[src/rtl/brsp_pkg.sv]
// Shared constants and types for the bus RAM with serial port.
package brsp_pkg;

    localparam int MEM_BYTES = 65536;
    localparam int ADDR_W    = $clog2(MEM_BYTES);

    localparam logic [7:0] IO_PAGE_RESET = 8'hE0;
    localparam logic [7:0] OFS_DATA      = 8'h00;
    localparam logic [7:0] OFS_STATUS    = 8'h01;

    localparam int PADDR_W = 3;
    localparam logic REG_IO_PAGE = 1'b0;

    typedef enum logic [1:0] {
        FUNC_READ    = 2'd0,
        FUNC_WRITE   = 2'd1,
        FUNC_HOST_RX = 2'd2,
        FUNC_HOST_TX = 2'd3
    } t_func;

    typedef struct packed {
        logic accept;
        logic load_out;
    } t_cmd;

endpackage

[src/rtl/brsp_ctrl.sv]
// Item sequencing state machine and output valid tracking.
module brsp_ctrl (
    input  logic          i_clk,
    input  logic          i_rst_n,
    input  logic          i_valid,
    input  logic          i_ready,
    output logic          o_ready,
    output logic          o_valid,
    output brsp_pkg::t_cmd o_cmd
);

    typedef enum logic [1:0] {
        S_IDLE = 2'b01,
        S_EXEC = 2'b10
    } t_state;

    t_state r_state, n_state;
    logic   r_out_valid, n_out_valid;
    logic   out_free;

    assign out_free = !r_out_valid || i_ready;

    always_comb begin
        n_state         = r_state;
        n_out_valid     = r_out_valid && !i_ready;
        o_cmd.accept    = 1'b0;
        o_cmd.load_out  = 1'b0;
        case (r_state)
            S_IDLE: begin
                if (i_valid) begin
                    o_cmd.accept = 1'b1;
                    n_state      = S_EXEC;
                end
            end
            S_EXEC: begin
                if (out_free) begin
                    o_cmd.load_out = 1'b1;
                    n_out_valid    = 1'b1;
                    n_state        = S_IDLE;
                end
            end
            default: begin
                n_state = S_IDLE;
            end
        endcase
    end

    always_ff @(posedge i_clk) begin
        if (!i_rst_n) begin
            r_state     <= S_IDLE;
            r_out_valid <= 1'b0;
        end else begin
            r_state     <= n_state;
            r_out_valid <= n_out_valid;
        end
    end

    assign o_ready = (r_state == S_IDLE);
    assign o_valid = r_out_valid;

endmodule

[config.mk]
export PLATFORM = sky130hd
export DESIGN_NAME = brsp_ctrl
export DESIGN_NICKNAME = d
export VERILOG_FILES = /design/src/rtl/brsp_pkg.sv /design/src/rtl/brsp_ctrl.sv
export SDC_FILE = /design/constraint.sdc
export NUM_CORES = 1
export LEC_CHECK = 0
export ABC_CLOCK_PERIOD_IN_PS = 800
export BUFFER_PORTS_ARGS = -buffer_cell sky130_fd_sc_hd__buf_4
export CORE_AREA = 4 4 41 43
export DETAILED_ROUTE_END_ITERATION = 8
export DIE_AREA = 0 0 45 47
export HOLD_SLACK_MARGIN = 0.02
export SYNTH_ARGS = -nofsm -noshare
export SYNTH_HDL_FRONTEND = slang
export SYNTH_SLANG_ARGS = --single-unit
[constraint.sdc]
create_clock -name i_clk -period 0.8 [get_ports i_clk]
set_input_delay 0.08 -clock i_clk [delete_from_list [all_inputs] [get_ports i_clk]]
set_output_delay 0.08 -clock i_clk [all_outputs]
set_load 0.05 [all_outputs]
==> summary.md <==
| Metric | Value |
|---|---|
| Outcome | `complete, but fails checks` |
| Failing checks | `negative setup slack` |
| Clock buffer depth | `2` |
| Worst path slowest cell | `dfxtp_2` |
| Minimum clock period | `about 1100 ps` |
| # rows | `13` |
| Total congestion overflow | `0` |
| Clk slew on worst S/H paths | `roughly 40 ps` |
| Setup-failing EPs final | `6` |
| Number of global-route vias before repair | `142` |
| Peak Freq | `947.2 MHz` |
| CP Launch Type | `flop` |
| Chip Height | `approximately 47 um` |
| Crit path required time | `between 700 and 800 ps` |
| Clk sink count | `3` |
| Dpl cells | `36` |
| Met3 routed WL | `just under 50 um` |
| Fin. max-slew vios | `0` |
| Final Cycle Share | `132.0%` |
| Highest routed layer | `met3` |
| CTS H-Tree Depth | `1` |
| Num CTS Buffers | `3` |
| Mean post-synth cell area | `~11 sq um` |
| Met2 wire len | `105 um` |
| Final WS setup | `-255.8 ps` |
| CTS tree | `done` |
| RSZ-0062 raised after global routing | `true` |
| Mapped Area | `approximately 130 sq um` |
| HPWL after detailed placement | `252.8 um` |
| Insertion delay to the later sink of the worst-skew pair | `about 230 ps` |
| Power Total | `approximately 550 uW` |
| Via count | `~140` |
| # diodes | `0` |
| Worst Setup End Kind | `output port` |
| Setup Skew | `roughly 0.16 ps` |
| Post-synthesis sequential area ratio | `47.52%` |
| Gpl congestion | `about 0.52` |
| Area Growth Syn to Fin | `139.6%` |
| Cell area power density | `1812 nW/um^2` |
| Yosys warns | `0` |
| Global-route usage over all layers | `under 10%` |
| Hold-fix buffers at CTS | `0` |
| Global-route wire length before repair | `600 um` |
| Mean number of vias per cell | `3.214` |
| Die Width | `between 40 and 50 um` |
| Final hold viol count | `0` |
| Critical path class | `reg2out` |
| Routed Antenna Nets | `0` |
| Root buf cell | `clkbuf_4` |
| Slew HR | `a little over 90%` |
| Initial Util | `under 10%` |
| Worst Reg2Reg Path Length in Cells | `3` |
| WL/cell | `around 7.7 um` |
| Worst hold path stage count | `2` |
| Core area | `around 1300 sq um` |
| Wire length on met1 | `166 um` |
| Layout cell share with drive strength beyond 1 | `a little under nine tenths` |
| Count of cell types in the netlist | `8` |
| Die area | `2115 sq um` |
| Max Cap Violations | `0` |
| VDD IR max | `between 0.8 and 0.9 mV` |
| Detailed-router iteration count before antenna repair | `3` |
| Worst Max-Slew Pin Slew | `~110 ps` |
| Nets | `32` |
| Syn_nets | `16` |
| Final std cells w/o fill | `42` |
| Gate Count Post-Synth | `12` |
| Port-buffer cells | `7` |
| DR iter-0 viols | `1` |
| Slowest stage delay, CP | `~360 ps` |
| Leakage | `between 0.1 and 0.15 nW` |
| Type of the most critical hold path | `in2reg` |
| CP Data Arrival Time | `around 1000 ps` |
| Initial antenna violation count | `0` |
| IO Pins | `8` |
| FF+latch count, synth | `3` |
| Worst path cell trace | `and3b_2 > buf_8` |
| Largest net degree at the start of global routing | `5` |
| DRC | `0` |
| Worst Path Max Fanout | `4` |
| DRT Wirelength | `around 320 um` |
-- routing by layer --
metal,GRT usage [%],vias to the layer above
li1,-,73
met3,6.130,0
met1,5.204,53
met2,3.955,9
met5,0,-
met4,3.509,0
-- area by class of cell --
class	instances	area, sq um
fill	149	998.5
tap	15	18.77
multi-input combinational	9	88.84
clock buffer	4	26.28
timing repair buffer	11	105.1
sequential	3	63.81
-- state kept, by name, summed over array words and instances (netlist names) --
register	cells
r_state	2
o_valid	1
-- cell usage after synthesis --
cell	n	area [sq um]
a21boi_1	1	7.510
and3b_1	1	8.760
and4bb_2	1	12.51
dfxtp_1	3	60.06
nand2b_1	2	12.51
nor2b_1	2	12.51
o21a_1	1	7.510
o21ai_1	1	5.000
-- critical path, delay by kind of cell, from the launching register on --
kind	cells	cell delay, ps
buf+inv	1	150
simple gates	1	240
flops	1	360
-- placed cells by master (no fill, tap or decap) --
cell,synthesis,layout
nor2b_2,0,1
o21a_1,1,1
dfxtp_2,0,3
nor2b_4,0,1
buf_8,0,2
clkbuf_1,0,1
nand2b_1,2,1
clkbuf_4,0,3
o21ai_1,1,1
nand2b_4,0,1
buf_6,0,2
a21boi_2,0,1
buf_4,0,7
and3b_2,0,1
and4bb_2,1,1
-- what timing repair did --
action / 4_1_cts / 5_1_grt
gates cloned: 0 / 0
pin swaps: 0 / 0
buffers inserted: 1 / 1
gates resized for setup: 7 / 2
setup endpoints to repair: 5 / 6
-- final timing paths --
kind                            startpoint  slack (ps)    endpoint
worst max-delay path            r_state[1]        -260    o_cmd[1]
worst min-delay path               i_rst_n          30  r_state[0]
worst max register to register  r_state[1]        -190  r_state[1]
worst min register to register  r_state[1]         510     o_valid
-- cell families after synthesis --
| family | count (synthesis) | synth area share (%) |
|---|---|---|
| simple gates | 6 | 36.63 |
| flops | 3 | 47.53 |
| compound gates | 3 | 15.84 |
-- through the flow --
stage               area (sq um)  setup slack, ps  hold WS, ps  util (%)  TNS, ps
floorplan                  140.1           -148.2        160.0         -   -469.0
finish                     302.8           -255.8        31.42     23.27    -1064
global placement           226.5           -66.65        275.5     17.40   -167.0
CTS                        290.3           -275.4        34.89     22.31    -1122
global route               302.8           -310.9        28.66     23.27    -1432
detailed placement         226.5           -76.66        280.5     17.40   -188.6
-- power by group --
| part | switching (mW) | internal (mW) |
|---|---|---|
| Combinational | 0.0605 | 0.0621 |
| Sequential | 0.00741 | 0.159 |
| Clock | 0.0728 | 0.187 |
Note: power is estimated with default switching activity, not from simulation.
